$ cat src/hw/rtl/c_string_literal_unescaper_macros.svh
// Assertion macros for the C string literal unescaper.
// Needs clk and rst in the scope of the including module.
`ifndef C_STRING_LITERAL_UNESCAPER_MACROS_SVH
`define C_STRING_LITERAL_UNESCAPER_MACROS_SVH

// Same-cycle implication, disabled during reset
`define CSLU_ASSERT_IMP(lbl, ante, cons, msg) \
  lbl: assert property (@(posedge clk) disable iff (rst) (ante) |-> (cons)) \
    else $error(msg);

// Next-cycle implication, disabled during reset
`define CSLU_ASSERT_NXT(lbl, ante, cons, msg) \
  lbl: assert property (@(posedge clk) disable iff (rst) (ante) |=> (cons)) \
    else $error(msg);

`endif

$ cat src/hw/rtl/csl_unesc_pkg.sv
// Types, codes and character constants for the C string literal unescaper.
// No dependencies.
`default_nettype none

package csl_unesc_pkg;

  typedef logic [1:0] kind_t;
  typedef logic [2:0] err_t;

  localparam kind_t K_DATA = 2'd0;
  localparam kind_t K_END  = 2'd1;
  localparam kind_t K_ERR  = 2'd2;

  localparam err_t E_CHAR = 3'd0;
  localparam err_t E_ESC  = 3'd1;
  localparam err_t E_HEX  = 3'd2;
  localparam err_t E_U4   = 3'd3;
  localparam err_t E_U8   = 3'd4;
  localparam err_t E_ENC  = 3'd5;

  localparam logic [7:0] CH_QUOTE  = 8'h22;
  localparam logic [7:0] CH_APOS   = 8'h27;
  localparam logic [7:0] CH_QMARK  = 8'h3F;
  localparam logic [7:0] CH_BSLASH = 8'h5C;
  localparam logic [7:0] CH_SPACE  = 8'h20;
  localparam logic [7:0] CH_TILDE  = 8'h7E;
  localparam logic [7:0] CH_ZERO   = 8'h30;
  localparam logic [7:0] CH_A      = 8'h61;
  localparam logic [7:0] CH_B      = 8'h62;
  localparam logic [7:0] CH_F      = 8'h66;
  localparam logic [7:0] CH_N      = 8'h6E;
  localparam logic [7:0] CH_R      = 8'h72;
  localparam logic [7:0] CH_T      = 8'h74;
  localparam logic [7:0] CH_V      = 8'h76;
  localparam logic [7:0] CH_X      = 8'h78;
  localparam logic [7:0] CH_LU     = 8'h75;
  localparam logic [7:0] CH_UU     = 8'h55;

  localparam logic [3:0] NEED_HEX = 4'd2;
  localparam logic [3:0] NEED_U4  = 4'd4;
  localparam logic [3:0] NEED_U8  = 4'd8;

  localparam logic [31:0] MAX_CODE   = 32'h0010_FFFF;
  localparam logic [31:0] SURR_FIRST = 32'h0000_D800;
  localparam logic [31:0] SURR_LAST  = 32'h0000_DFFF;

  typedef struct packed {
    logic       ok;
    logic [3:0] nib;
  } hex_digit_t;

  function automatic hex_digit_t hex_value(input logic [7:0] c);
    hex_digit_t r;
    r.ok  = 1'b1;
    r.nib = 4'd0;
    if (c >= 8'h30 && c <= 8'h39) begin
      r.nib = c[3:0];
    end else if ((c >= 8'h61 && c <= 8'h66) || (c >= 8'h41 && c <= 8'h46)) begin
      r.nib = c[3:0] + 4'd9;
    end else begin
      r.ok = 1'b0;
    end
    return r;
  endfunction

endpackage

`default_nettype wire

$ cat src/hw/rtl/c_string_literal_unescaper.sv
// C string literal unescaper: raw source bytes in, decoded bytes, end marks
// and error codes out. Uses csl_unesc_pkg and c_string_literal_unescaper_macros.svh.
//
// One byte is taken per cycle while in_ready is high. Each byte is decoded in
// the cycle it is transferred and its results (none to four) are written into
// a result group register, which drains one result per cycle while out_ready
// is high; a byte that gives one result therefore flows at one byte per cycle.
// A new byte is taken while the group is empty or its last result leaves in the
// same cycle, so a byte whose code point encodes to several UTF-8 bytes holds
// the input until its last result leaves. Quote, idle and escape-prefix bytes
// that give no result fill no group and cause no stall. Results carry kind,
// out_byte, error_code and last, with last set on the final result of each input byte.
`default_nettype none

module c_string_literal_unescaper
  import csl_unesc_pkg::*;
(
  input  wire logic       clk,
  input  wire logic       rst,
  input  wire logic       in_valid,
  output logic            in_ready,
  input  wire logic [7:0] in_byte,
  output logic            out_valid,
  input  wire logic       out_ready,
  output logic [1:0]      kind,
  output logic [7:0]      out_byte,
  output logic [2:0]      error_code,
  output logic            last
);

  typedef enum logic [2:0] {
    M_IDLE = 3'd0,
    M_STR  = 3'd1,
    M_ESC  = 3'd2,
    M_HEX  = 3'd3,
    M_U4   = 3'd4,
    M_U8   = 3'd5
  } mode_t;

  mode_t       mode, mode_next;
  logic [3:0]  digit_count, digit_count_next;
  logic [31:0] code_accum, code_accum_next;

  logic             grp_valid;
  logic [1:0]       grp_idx;
  logic [1:0]       grp_top;
  kind_t            grp_kind;
  err_t             grp_err;
  logic [3:0][7:0]  grp_byte;

  logic [2:0]       res_cnt;
  kind_t            res_kind;
  err_t             res_err;
  logic [3:0][7:0]  res_byte;

  hex_digit_t  hv;
  logic [3:0]  need;
  err_t        digit_err;
  logic [3:0]  dc_inc;
  logic [31:0] acc_new;
  logic        accept, drain;

  assign accept   = in_valid && in_ready;
  assign drain    = out_valid && out_ready;
  assign in_ready = !grp_valid || (out_ready && grp_idx == grp_top);

  assign out_valid  = grp_valid;
  assign kind       = grp_kind;
  assign out_byte   = (grp_kind == K_DATA) ? grp_byte[grp_idx] : 8'd0;
  assign error_code = (grp_kind == K_ERR) ? grp_err : E_CHAR;
  assign last       = grp_idx == grp_top;

  assign hv      = hex_value(in_byte);
  assign dc_inc  = digit_count + 4'd1;
  assign acc_new = {code_accum[27:0], hv.nib};

  always_comb begin
    case (mode)
      M_HEX: begin
        need      = NEED_HEX;
        digit_err = E_HEX;
      end
      M_U4: begin
        need      = NEED_U4;
        digit_err = E_U4;
      end
      default: begin
        need      = NEED_U8;
        digit_err = E_U8;
      end
    endcase
  end

  always_comb begin
    mode_next        = mode;
    digit_count_next = digit_count;
    code_accum_next  = code_accum;
    res_cnt          = 3'd0;
    res_kind         = K_DATA;
    res_err          = E_CHAR;
    res_byte         = '0;
    case (mode)
      M_STR: begin
        if (in_byte == CH_QUOTE) begin
          mode_next = M_IDLE;
          res_cnt   = 3'd1;
          res_kind  = K_END;
        end else if (in_byte == CH_BSLASH) begin
          mode_next = M_ESC;
        end else if (in_byte >= CH_SPACE && in_byte <= CH_TILDE) begin
          res_cnt     = 3'd1;
          res_byte[0] = in_byte;
        end else begin
          mode_next = M_IDLE;
          res_cnt   = 3'd1;
          res_kind  = K_ERR;
          res_err   = E_CHAR;
        end
      end
      M_ESC: begin
        digit_count_next = 4'd0;
        code_accum_next  = 32'd0;
        mode_next        = M_STR;
        res_cnt          = 3'd1;
        case (in_byte)
          CH_QUOTE, CH_APOS, CH_QMARK, CH_BSLASH: res_byte[0] = in_byte;
          CH_ZERO: res_byte[0] = 8'h00;
          CH_A:    res_byte[0] = 8'h07;
          CH_B:    res_byte[0] = 8'h08;
          CH_F:    res_byte[0] = 8'h0C;
          CH_N:    res_byte[0] = 8'h0A;
          CH_R:    res_byte[0] = 8'h0D;
          CH_T:    res_byte[0] = 8'h09;
          CH_V:    res_byte[0] = 8'h0B;
          CH_X: begin
            mode_next = M_HEX;
            res_cnt   = 3'd0;
          end
          CH_LU: begin
            mode_next = M_U4;
            res_cnt   = 3'd0;
          end
          CH_UU: begin
            mode_next = M_U8;
            res_cnt   = 3'd0;
          end
          default: begin
            mode_next = M_IDLE;
            res_kind  = K_ERR;
            res_err   = E_ESC;
          end
        endcase
      end
      M_HEX, M_U4, M_U8: begin
        if (!hv.ok) begin
          mode_next        = M_IDLE;
          digit_count_next = 4'd0;
          code_accum_next  = 32'd0;
          res_cnt          = 3'd1;
          res_kind         = K_ERR;
          res_err          = digit_err;
        end else if (dc_inc < need) begin
          digit_count_next = dc_inc;
          code_accum_next  = acc_new;
        end else begin
          digit_count_next = 4'd0;
          code_accum_next  = 32'd0;
          mode_next        = M_STR;
          if (mode == M_HEX) begin
            res_cnt     = 3'd1;
            res_byte[0] = acc_new[7:0];
          end else if (acc_new > MAX_CODE ||
                       (acc_new >= SURR_FIRST && acc_new <= SURR_LAST)) begin
            mode_next = M_IDLE;
            res_cnt   = 3'd1;
            res_kind  = K_ERR;
            res_err   = E_ENC;
          end else if (acc_new < 32'h80) begin
            res_cnt     = 3'd1;
            res_byte[0] = acc_new[7:0];
          end else if (acc_new < 32'h800) begin
            res_cnt     = 3'd2;
            res_byte[0] = {3'b110, acc_new[10:6]};
            res_byte[1] = {2'b10, acc_new[5:0]};
          end else if (acc_new < 32'h1_0000) begin
            res_cnt     = 3'd3;
            res_byte[0] = {4'b1110, acc_new[15:12]};
            res_byte[1] = {2'b10, acc_new[11:6]};
            res_byte[2] = {2'b10, acc_new[5:0]};
          end else begin
            res_cnt     = 3'd4;
            res_byte[0] = {5'b11110, acc_new[20:18]};
            res_byte[1] = {2'b10, acc_new[17:12]};
            res_byte[2] = {2'b10, acc_new[11:6]};
            res_byte[3] = {2'b10, acc_new[5:0]};
          end
        end
      end
      default: begin
        mode_next = (in_byte == CH_QUOTE) ? M_STR : M_IDLE;
      end
    endcase
  end

  always_ff @(posedge clk) begin
    if (rst) begin
      mode        <= M_IDLE;
      digit_count <= 4'd0;
      code_accum  <= 32'd0;
      grp_valid   <= 1'b0;
      grp_idx     <= 2'd0;
      grp_top     <= 2'd0;
    end else begin
      if (accept) begin
        mode        <= mode_next;
        digit_count <= digit_count_next;
        code_accum  <= code_accum_next;
      end
      if (accept && res_cnt != 3'd0) begin
        grp_valid <= 1'b1;
        grp_idx   <= 2'd0;
        grp_top   <= 2'(res_cnt - 3'd1);
      end else if (drain) begin
        if (last) begin
          grp_valid <= 1'b0;
        end else begin
          grp_idx <= grp_idx + 2'd1;
        end
      end
    end
  end

  // Hold payload of the result group
  always_ff @(posedge clk) begin
    if (accept && res_cnt != 3'd0) begin
      grp_kind <= res_kind;
      grp_err  <= res_err;
      grp_byte <= res_byte;
    end
  end

`include "c_string_literal_unescaper_macros.svh"

  `CSLU_ASSERT_IMP(a_single_non_data, out_valid && grp_kind != K_DATA,
    grp_top == 2'd0, "non-data result in a multi-result group")
  `CSLU_ASSERT_IMP(a_utf8_lead, out_valid && grp_top != 2'd0 && grp_idx == 2'd0,
    out_byte[7:6] == 2'b11, "multi-byte group does not start with a UTF-8 lead byte")
  `CSLU_ASSERT_NXT(a_error_to_idle, accept && res_cnt != 3'd0 && res_kind == K_ERR,
    mode == M_IDLE && digit_count == 4'd0 && code_accum == 32'd0,
    "error did not return to idle")
  `CSLU_ASSERT_IMP(a_count_scope, mode == M_IDLE || mode == M_STR || mode == M_ESC,
    digit_count == 4'd0, "digit count left outside hex escape")
  `CSLU_ASSERT_IMP(a_count_bound, 1'b1, digit_count < NEED_U8, "digit count out of range")

endmodule

`default_nettype wire

$ cat config.mk
export PLATFORM = sky130hd
export DESIGN_NAME = c_string_literal_unescaper
export DESIGN_NICKNAME = d
export VERILOG_FILES = /design/src/hw/rtl/csl_unesc_pkg.sv /design/src/hw/rtl/c_string_literal_unescaper.sv
export VERILOG_INCLUDE_DIRS = /design/src /design/src/hw/rtl
export SDC_FILE = /design/constraint.sdc
export NUM_CORES = 1
export LEC_CHECK = 0
export ABC_AREA = 1
export ABC_CLOCK_PERIOD_IN_PS = 2800
export BUFFER_PORTS_ARGS = -buffer_cell sky130_fd_sc_hd__buf_2
export CELL_PAD_IN_SITES_DETAIL_PLACEMENT = 0
export CELL_PAD_IN_SITES_GLOBAL_PLACEMENT = 1
export CORE_MARGIN = 2
export CORE_UTILIZATION = 40
export CTS_CLUSTER_SIZE = 25
export DETAILED_ROUTE_END_ITERATION = 6
export PLACE_DENSITY_LB_ADDON = 0.1
export SLEW_MARGIN = 10
export SYNTH_ARGS = -nofsm -noshare
export SYNTH_HDL_FRONTEND = slang
export SYNTH_SLANG_ARGS = --single-unit
export TNS_END_PERCENT = 50
$ cat constraint.sdc
create_clock -name clk -period 2.8 [get_ports clk]
set_input_delay 0.28 -clock clk [delete_from_list [all_inputs] [get_ports clk]]
set_output_delay 0.28 -clock clk [all_outputs]
set_load 0.05 [all_outputs]
==> results of run 1 <==
[sequential cells by signal, summed over array words and instances, names as in the netlist]
name,cells
grp_byte,29
code_accum,28
grp_idx,2
mode,3
grp_err,3
grp_top,2
kind,2
out_valid,1
digit_count,4
[report_power, final]
part / internal [uW] / total, uW / switching, uW
registers: 1160 / 1170 / 13.6
clock network: 405 / 805 / 400
logic: 86.7 / 327 / 240
total: 1650 / 2310 / 654
[logic make-up (layout without fill, tap and decap cells)]
kind of cell | Yosys count | after routing | synth area share
adder cells (fa/ha/maj) | 8 | 8 | 0.0222
buffers and inverters | 90 | 130 | 0.0848
AND/OR/NAND/NOR | 328 | 328 | 0.325
flip-flops | 74 | 74 | 0.405
XOR/XNOR | 7 | 7 | 0.0153
AO/OA/AOI/OAI | 120 | 120 | 0.148
[cell usage after synthesis, types with 3 or more instances]
cell / n
a21oi_1: 57
a31oi_1: 3
buf_2: 4
buf_6: 4
clkbuf_1: 8
dfxtp_1: 40
edfxtp_1: 34
ha_1: 8
inv_1: 59
inv_2: 10
nand2_1: 155
nand2_2: 10
nand3_1: 35
nand3_2: 3
nand3_4: 3
nand4_1: 7
nor2_1: 92
nor2_2: 6
nor2_4: 4
nor3_1: 8
o211ai_1: 7
o21ai_0: 31
o21ai_1: 6
o22ai_1: 7
xor2_1: 4
[worst min-delay path: cells and delay by family]
family,cells,cell delay [ns]
buf+inv,1,0.11
simple gates,1,0.09
compound gates,1,0.08
[area by class of cell]
| class | instances | area [um^2] |
|---|---|---|
| clock buffers | 12 | 166 |
| fillers | 1111 | 5840 |
| inverters | 70 | 268 |
| repair buffers | 44 | 275 |
| well taps | 140 | 175 |
| multi-input cells | 463 | 2310 |
| clock inverters | 4 | 28.8 |
| flip-flops and latches | 74 | 1820 |
[through the flow]
| step | util | total power, uW |
|---|---|---|
| 6_report | 0.463 | 2310 |
| 5_1_grt | 0.463 | 2420 |
| 2_1_floorplan | - | 1430 |
| 4_1_cts | 0.462 | 2330 |
| 3_5_place_dp | 0.444 | 1520 |
| 3_3_place_gp | 0.444 | 1520 |
[routing by layer]
layer	global-route usage	share of wire
met1	0.302	0.50
met2	0.337	0.44
met3	0.0406	0.031
met4	0.0805	0.020
met5	0	0
[worst max path at each step]
stage                               from            to  slack, ns  cells past startpoint
after detailed placement         mode[1]  grp_byte[16]       0.07                     19
after floorplan                  mode[1]   grp_byte[0]      -0.02                     18
final                            mode[1]  grp_byte[25]       0.18                     19
after global placement        in_byte[1]  grp_byte[20]       0.11                     16
after global routing      code_accum[23]  grp_byte[28]      0.002                     15
after CTS                        mode[1]  grp_byte[25]       0.04                     19
[repair_timing]
item,CTS,global route
endpoints found under the setup margin,0,29
buffers inserted,0,1
gates resized for setup,0,2
endpoints found under the hold margin,0,0
==> run metrics, run 1 <==
outcome=completed; Post-layout nets=around 700; cell mode on critical path=inv_2; Hold WS=roughly 0.24 ns; Slew HR=0.686; min Tclk post-route=between 2 and 3 ns; num rows=38; ant diodes=0; Max Freq=382 MHz; main area contributors after synthesis=edfxtp_1, dfxtp_1, nand2_1, nor2_1, a21oi_1; r2r setup slk=0.18 ns; CP cell instances=inv_2 > nor2_2 > inv_2 > nor2_4 > inv_2 > nand2_1 > ha_1 > nand2_1 > nand2_1 > a21oi_4 > inv_2 > nand4_4 > inv_2 > nand3b_1 > ha_1 > nand2_2 > nand2_4 > clkinvlp_4 > buf_12; Leak=~0.0021 uW; Post-Synthesis Cells=approximately 630; most common cell after layout, fill and taps aside=nand2_1; hold crit path type=primary input to flop; VDD IR max=0.272 mV; largest net degree at the start of global routing=34; Post-synth top flop=dfxtp_1; Slew @ Worst Pin=about 0.47 ns; # IOs=28; most frequent cells in the layout=nand2_1, nor2_1, a21oi_1; Clock Path Buffers=2; area leader, netlist=edfxtp_1; Clock transition at path regs=~0.080 ns; PwrDens=457 mW/mm^2; GRT Util Overall=0.218; Synth async-reset ratio=0; via count=~4,100; Top delay family on crit path=simple AND/OR/NAND/NOR gates; final hold violations=0; kind of critical path=flop to flop; post-route cell area=roughly 0.005 mm^2; via count of the first global-routing pass=a little under 4,000; Worst-Skew Late Latency=0.36 ns; sequential-to-total area share from yosys stat=0.405; die area=about 0.012 mm^2; Routed WL per cell=approximately 15 um; type of origin of the critical path=flop; IO buf count=27; # clock sinks=74; RSZ-0062 raised after global routing=false; Chip Height=between 100 and 150 um; top-area cell type share of the netlist area=0.227; final setup margin=about 0.18 ns; core area=approximately 0.011 mm^2; FF-to-FF End=grp_byte[25]; vias per cell=5.12; placer congestion estimate=0.913; cell depth of the worst hold path=3; Syn Nets=647; Cell variety after synth=41; Avg Inst Size Synth=between 7 and 8 um^2; CP bufs+invs=7; WHS Endpoint=grp_idx[0]; Crit Path Max Fanout=29; DP Area=about 0.0048 mm^2; root buffer cell=clkbuf_8; worst path required time=between 2 and 3 ns; WL final=12.3 mm; synthesis warning total=0; number of synthesized register bits=74; DP Wirelength=around 9.5 mm; setup violation total in the final timing report=0; Tcrit/Tclk final=0.936; Final Max Tran Viols=0; GR Overflow Total=0; max-cap check violation count=0; Worst Clk Skew=roughly 0.010 ns; die width=between 100 and 150 um; worst r2r path cells=19; Syn-to-layout area delta=12.1%; dpl ws=~0.066 ns; drt pass-1 iters=5; Post-Place Cells=790; WP data arrival=between 2 and 3 ns; Final TNS setup=0 ns; Worst R2R Start=mode[1]; # DRC=0; TritonCTS buffer count=9; Post-synth EDFFs=34; slowest stage delay, CP=approximately 0.37 ns; antenna-violating nets left=0; HP Start=out_ready; Post-Syn Area=approximately 0.0045 mm^2; initial core utilization=0.413; first-pass GRT wire length=roughly 20 mm; H-tree depth=3; CTS Hold Bufs=0; share of layout cells above drive strength 1=0.160; fin cells=between 800 and 900; endpoint type of the worst setup path=flop; initial antenna violation count=0; DR iter-0 viols=255; CTS tree=done; CP max-delay cell=dfxtp_2
Note: power is estimated with default switching activity, not from simulation.
==> run 2: changes to the inputs <==
--- a/config.mk
+++ b/config.mk
@@ -9,7 +9,7 @@
 export ABC_AREA = 1
 export ABC_CLOCK_PERIOD_IN_PS = 2800
 export BUFFER_PORTS_ARGS = -buffer_cell sky130_fd_sc_hd__buf_2
-export CELL_PAD_IN_SITES_DETAIL_PLACEMENT = 0
+export CELL_PAD_IN_SITES_DETAIL_PLACEMENT = 1
 export CELL_PAD_IN_SITES_GLOBAL_PLACEMENT = 1
 export CORE_MARGIN = 2
 export CORE_UTILIZATION = 40
@@ -20,4 +20,4 @@
 export SYNTH_ARGS = -nofsm -noshare
 export SYNTH_HDL_FRONTEND = slang
 export SYNTH_SLANG_ARGS = --single-unit
-export TNS_END_PERCENT = 50
+export TNS_END_PERCENT = 1
==> run 2 against run 1 <==
  * Global-route usage up 1.7 points
  * Hold slack worse by 0.026 ns
  * Register-to-register slack worse by 0.03 ns
  * Core utilization up 0.74 points
  * Sequential share of layout area down 0.54 points
  * Critical path depth unchanged
  * Sequential power about the same
  * Clock-buffer cell count unchanged
  * Routed wire length up 11%
  * Setup slack worse by 0.033 ns
  * Largest power group unchanged
==> run metrics, run 2 (same netlist as run 1, synthesis figures left out) <==
num rows=38 (unchanged); TritonCTS buffer count=9 (unchanged); Final Max Tran Viols=0 (unchanged); PwrDens=452 mW/mm^2 (-0.97%); Clock transition at path regs=0.08 ns (about the same); final setup margin=0.146 ns (-0.0334 ns); Leak=0.00214 uW (+1.5%); DR iter-0 viols=149 (-42%); IO buf count=27 (unchanged); Routed WL per cell=16.9 um (+10%); placer congestion estimate=0.913 (unchanged); GRT Util Overall=0.234 (+0.0166); most common cell after layout, fill and taps aside=nand2_1; Clock Path Buffers=2 (unchanged); Slew HR=0.691 (+0.00490); top flop regs=grp_byte x29, code_accum x28, digit_count x4; outcome=completed; Worst-Skew Late Latency=0.37 ns (about the same); Slew @ Worst Pin=0.463 ns (-0.00733 ns); Max Freq=377 MHz (-1.3%); WP data arrival=2.79 ns (+0.06 ns); max-cap check violation count=0 (unchanged); GR Overflow Total=0 (unchanged); die area=0.0121 mm^2 (unchanged); DP Wirelength=10.6 mm (+12%); initial antenna violation count=0 (unchanged); Tcrit/Tclk final=0.948 (+0.0119); root buffer cell=clkbuf_8; min Tclk post-route=2.65 ns (+0.0334 ns); via count of the first global-routing pass=4,201 (+7.2%); slowest stage delay, CP=0.36 ns (about the same); kind of critical path=flop to flop; Post-layout nets=688 (+0.88%); type of origin of the critical path=flop; CP max-delay cell=dfxtp_2; H-tree depth=3 (unchanged); drt pass-1 iters=4 (-1); antenna-violating nets left=0 (unchanged); first-pass GRT wire length=21.6 mm (+7.9%); dpl ws=0.00190 ns (-0.0646 ns); share of layout cells above drive strength 1=0.175 (+0.0149); max reg flops=29 (unchanged); Worst Clk Skew=0.0159 ns (+0.00540 ns); initial core utilization=0.413 (unchanged); die width=110 um (unchanged); # DRC=0 (unchanged); Chip Height=110 um (unchanged); Final TNS setup=0 ns (unchanged); vias per cell=5.27 (+2.9%); setup violation total in the final timing report=0 (unchanged); # IOs=28 (unchanged); # clock sinks=74 (unchanged); cell mode on critical path=inv_2; hold crit path type=primary input to flop; Top delay family on crit path=simple AND/OR/NAND/NOR gates; WL final=13.7 mm (+11%); final hold violations=0 (unchanged); via count=4,282 (+3.7%); VDD IR max=0.233 mV (-14%); Syn-to-layout area delta=13.9%; most flop-heavy register=grp_byte; CP bufs+invs=7 (unchanged); CP cell instances=inv_2 > nor2_4 > inv_2 > nor2_4 > inv_4 > nand2_1 > ha_1 > nand2_1 > nand2_2 > a21oi_4 > inv_2 > nand4_4 > inv_2 > nand3b_1 > ha_2 > nand2_2 > nand2_4 > clkinvlp_4 > clkbuf_16; ant diodes=0 (unchanged); most frequent cells in the layout=nand2_1, nor2_1, a21oi_1; Crit Path Max Fanout=8 (-72%); largest net degree at the start of global routing=34 (unchanged); worst path required time=2.93 ns (+0.02 ns); CTS Hold Bufs=0 (unchanged); core area=0.0109 mm^2 (unchanged); endpoint type of the worst setup path=flop; CTS tree=done
[run 2: cell types whose count changed in the layout (fill, tap and decap cells not counted), moves of 2 or more]
cell	previous run	this run
buf_4	16	20
inv_4	1	3
nand2_1	155	153
nand2_2	9	11
nor2_4	5	7
[run 2: timing repair]
action,in CTS,in global routing
gates resized for setup,1,9
setup buffers,1,4
cloned,0,2
pin swaps,0,2
endpoints found under the setup margin,29,34
[run 2: final timing paths]
check                 start        endpoint  slack (ns)  cells after the start
min reg2reg  code_accum[25]  code_accum[25]        0.47                      2
min               out_ready      grp_idx[0]        0.21                      3
max reg2reg         mode[1]     grp_byte[3]        0.15                     19
max                 mode[1]     grp_byte[3]        0.15                     19
[run 2: layer usage]
| metal | track usage | vias to the layer above | share of wire |
|---|---|---|---|
| met3 | 0.0494 | 16 | 0.034 |
| met1 | 0.318 | 2046 | 0.49 |
| met5 | 0 | - | 0 |
| met4 | 0.0696 | 0 | 0.013 |
| met2 | 0.376 | 69 | 0.46 |
| li1 | - | 2151 | - |
[run 2: where the power goes]
| part | internal [uW] | leakage [uW] | total [uW] | switching, uW |
|---|---|---|---|---|
| clock network | 378 | 0.0000983 | 794 | 417 |
| logic | 99.2 | 0.00139 | 350 | 251 |
| registers | 1160 | 0.000646 | 1170 | 14.5 |
| total | 1640 | 0.00214 | 2320 | 682 |
[run 2: layout make-up]
type	count	area (um^2)
fillers	1434	5760
well taps	140	175
multi-input cells	463	2330
clock buffers	12	155
flip-flops and latches	74	1820
repair buffers	50	342
clock inverters	4	30.0
inverters	70	270
[run 2: worst reg2reg max path: cells and delay by family (launching register included)]
| family | cells | cell delay (ns) |
|---|---|---|
| buf+inv | 7 | 0.69 |
| fa+ha+maj | 2 | 0.41 |
| simple gates | 9 | 0.80 |
| compound gates | 1 | 0.16 |
| flops | 1 | 0.36 |
[run 2: stage by stage]
| step | total power (uW) | hold WS [ns] | area, um^2 | utilization | std cells |
|---|---|---|---|---|---|
| after global routing | 2420 | 0.228 | 5120 | 0.471 | 813 |
| after global placement | 1520 | 0.455 | 4830 | 0.444 | 790 |
| after floorplan | 1430 | 0.444 | 4510 | - | 627 |
| after detailed placement | 1530 | 0.457 | 4830 | 0.444 | 790 |
| after CTS | 2320 | 0.202 | 5030 | 0.462 | 807 |
| final | 2320 | 0.209 | 5120 | 0.471 | 813 |
==> run 3: changes to the inputs <==
==> constraint.sdc (replaced) <==
create_clock -name clk -period 2.8 [get_ports clk]
set_input_delay 0.56 -clock clk [delete_from_list [all_inputs] [get_ports clk]]
set_output_delay 0.56 -clock clk [all_outputs]
set_load 0.05 [all_outputs]
==> run 3 against run 2 <==
  * Core utilization increased by 0.21 points
  * Largest cell class unchanged
  * Critical path type unchanged
  * Via count up 1.6%
  * Non-clock buffer count increased by 7
==> run metrics, run 3 (same netlist as run 1, synthesis figures left out) <==
DP Wirelength=10.9 mm (+2.5%); Worst-Skew Late Latency=0.36 ns (about the same); Max Freq=387 MHz (+2.7%); # IOs=28 (unchanged); RSZ-0062 raised after global routing=false; share of layout cells above drive strength 1=0.186 (+0.0102); IO buf count=27 (unchanged); max-cap check violation count=0 (unchanged); fill count=1,413 (-1.5%); drt pass-1 iters=4 (unchanged); max reg flops=29 (unchanged); placer congestion estimate=0.927 (+1.6%); largest net degree at the start of global routing=34 (unchanged); P_sw=659 uW (-3.3%); Clock transition at path regs=0.08 ns (about the same); # DRC=0 (unchanged); Syn-to-layout area delta=14.4%; via count of the first global-routing pass=4,233 (+0.76%); Final TNS setup=0 ns (unchanged); antenna-violating nets left=0 (unchanged); GR Overflow Total=0 (unchanged); outcome=completed; min Tclk post-route=2.58 ns (-0.0695 ns); combinational power share=0.154 (+0.003); DR WL met2=6.56 mm (+3.1%); top flop regs=grp_byte x29, code_accum x28, digit_count x4; postcts setup bufs=0 (-1); Clock power frac=0.321 (-0.022); die area=0.0121 mm^2 (unchanged); multi-input logic area=0.00233 mm^2 (unchanged); Worst R2R Start=mode[2]; DR iter-0 viols=200 (+34%); register area=0.00182 mm^2 (about the same); WHS Endpoint=code_accum[27]; Tcrit/Tclk final=0.923 (-0.0248); via count=4,351 (+1.6%); most flop-heavy register=grp_byte; slowest stage delay, CP=0.38 ns (+0.02 ns); routed wl met3=501 um (+7.7%); CTS Hold Bufs=0 (unchanged); GRT Util Overall=0.238 (+0.00370); # resized after CTS=0 (-1); kind of critical path=flop to flop; most common cell after layout, fill and taps aside=nand2_1; VDD IR max=0.241 mV (+3.6%); Slew HR=0.597 (-0.0942); WL final=13.7 mm (-0.43%); H-tree depth=3 (unchanged); HP Start=code_accum[27]; most frequent cells in the layout=nand2_1, nor2_1, a21oi_1; ant diodes=0 (unchanged); root buffer cell=clkbuf_8; first-pass GRT wire length=21.8 mm (+0.83%); Leak=0.00215 uW (+0.45%); Crit Path Max Fanout=29 (+21); Int Power=1580 uW (-3.8%); FF-to-FF End=grp_byte[6]; final setup margin=0.216 ns (+0.0695 ns); initial antenna violation count=0 (unchanged); Clock Path Buffers=2 (unchanged); CP cell instances=inv_1 > nor2_2 > nand2_2 > ha_1 > nand2_1 > inv_1 > a21oi_4 > inv_2 > nand4_4 > inv_2 > nand3b_1 > ha_1 > nand2_2 > nand2_4 > clkinvlp_4 > buf_12; initial core utilization=0.413 (unchanged); met1 WL=6.35 mm (-5.2%); worst path required time=2.85 ns (-0.08 ns); CTS tree=done; Final Max Tran Viols=0 (unchanged); Worst Clk Skew=0.0172 ns (+0.00129 ns); worst r2r path cells=16 (-3); r2r setup slk=0.22 ns (+0.07 ns); Top Metal Used=met4; die width=110 um (unchanged); PwrDens=434 mW/mm^2 (-4.1%); TritonCTS buffer count=9 (unchanged); hold crit path type=flop to flop; WP data arrival=2.63 ns (-0.16 ns); final hold violations=0 (unchanged); CP max-delay cell=dfxtp_1; Flop pwr share=0.526 (+0.020); type of origin of the critical path=flop; Post-layout nets=695 (+1.0%); endpoint type of the worst setup path=flop; # clock sinks=74 (unchanged); Slew @ Worst Pin=0.601 ns (+0.138 ns); Hold WS=0.472 ns (+0.263 ns); core area=0.0109 mm^2 (unchanged); Routed WL per cell=16.7 um (-1.2%); sw frac=0.295 (+0.00103); vias per cell=5.31 (+0.87%); cell depth of the worst hold path=2 (-1); dpl ws=-0.0689 ns (-0.0708 ns); Chip Height=110 um (unchanged); num rows=38 (unchanged); setup violation total in the final timing report=0 (unchanged)
## run 3: cell types whose count changed in the layout (fill, tap and decap cells not counted), moves of 2 or more
cell      before  now
clkbuf_8      11    9
inv_2         11   13
inv_1         56   54
clkinv_2       1    3
buf_4         20   28
nor2_4         7    5
nor2_2         5    7
## run 3: power groups by stage
| stage | sequential [uW] | combinational, uW | clock [uW] |
|---|---|---|---|
| 2_1_floorplan | 1200 | 228 | 0 |
| 3_3_place_gp | 1200 | 336 | 0 |
| 3_5_place_dp | 1200 | 343 | 0 |
| 4_1_cts | 1170 | 345 | 747 |
| 5_1_grt | 1180 | 379 | 778 |
| 6_report | 1170 | 344 | 716 |
## run 3: metal layers
layer,global-route usage,vias up
li1,-,2157
met1,0.315,2093
met2,0.393,79
met3,0.0435,22
met4,0.0778,0
met5,0,-
## run 3: per-stage QoR
stage | area, um^2 | cells | total power, uW | util
CTS | 5130 | 819 | 2270 | 0.471
floorplan | 4530 | 627 | 1430 | -
detailed placement | 4970 | 804 | 1540 | 0.456
global placement | 4970 | 804 | 1530 | 0.456
finish | 5150 | 819 | 2230 | 0.473
global route | 5150 | 819 | 2330 | 0.473
## run 3: cell type report
cell class,instances,share of cell area
clock buffers,9,0.0241
clock inverters,6,0.00778
inverters,70,0.0527
multi-input cells,463,0.452
flip-flops and latches,74,0.354
well taps,140,0.0340
repair buffers,57,0.0749
## run 3: worst max path at each step
stage / cells past startpoint / from / slack [ns] / endpoint
4_1_cts: 16 / mode[2] / 0.06 / grp_byte[26]
3_5_place_dp: 16 / in_byte[0] / -0.07 / grp_byte[21]
2_1_floorplan: 18 / mode[1] / -0.02 / grp_byte[0]
3_3_place_gp: 16 / in_byte[0] / 0.04 / grp_byte[17]
5_1_grt: 16 / mode[2] / 0.02 / grp_byte[11]
6_report: 16 / mode[2] / 0.22 / grp_byte[6]
## run 3: critical path, delay by kind of cell (launching register included)
| family | cells | cell delay [ns] |
|---|---|---|
| flip-flops | 1 | 0.38 |
| AO/OA/AOI/OAI | 1 | 0.07 |
| AND/OR/NAND/NOR | 7 | 0.68 |
| adder cells (fa/ha/maj) | 2 | 0.50 |
| buffers and inverters | 6 | 0.62 |
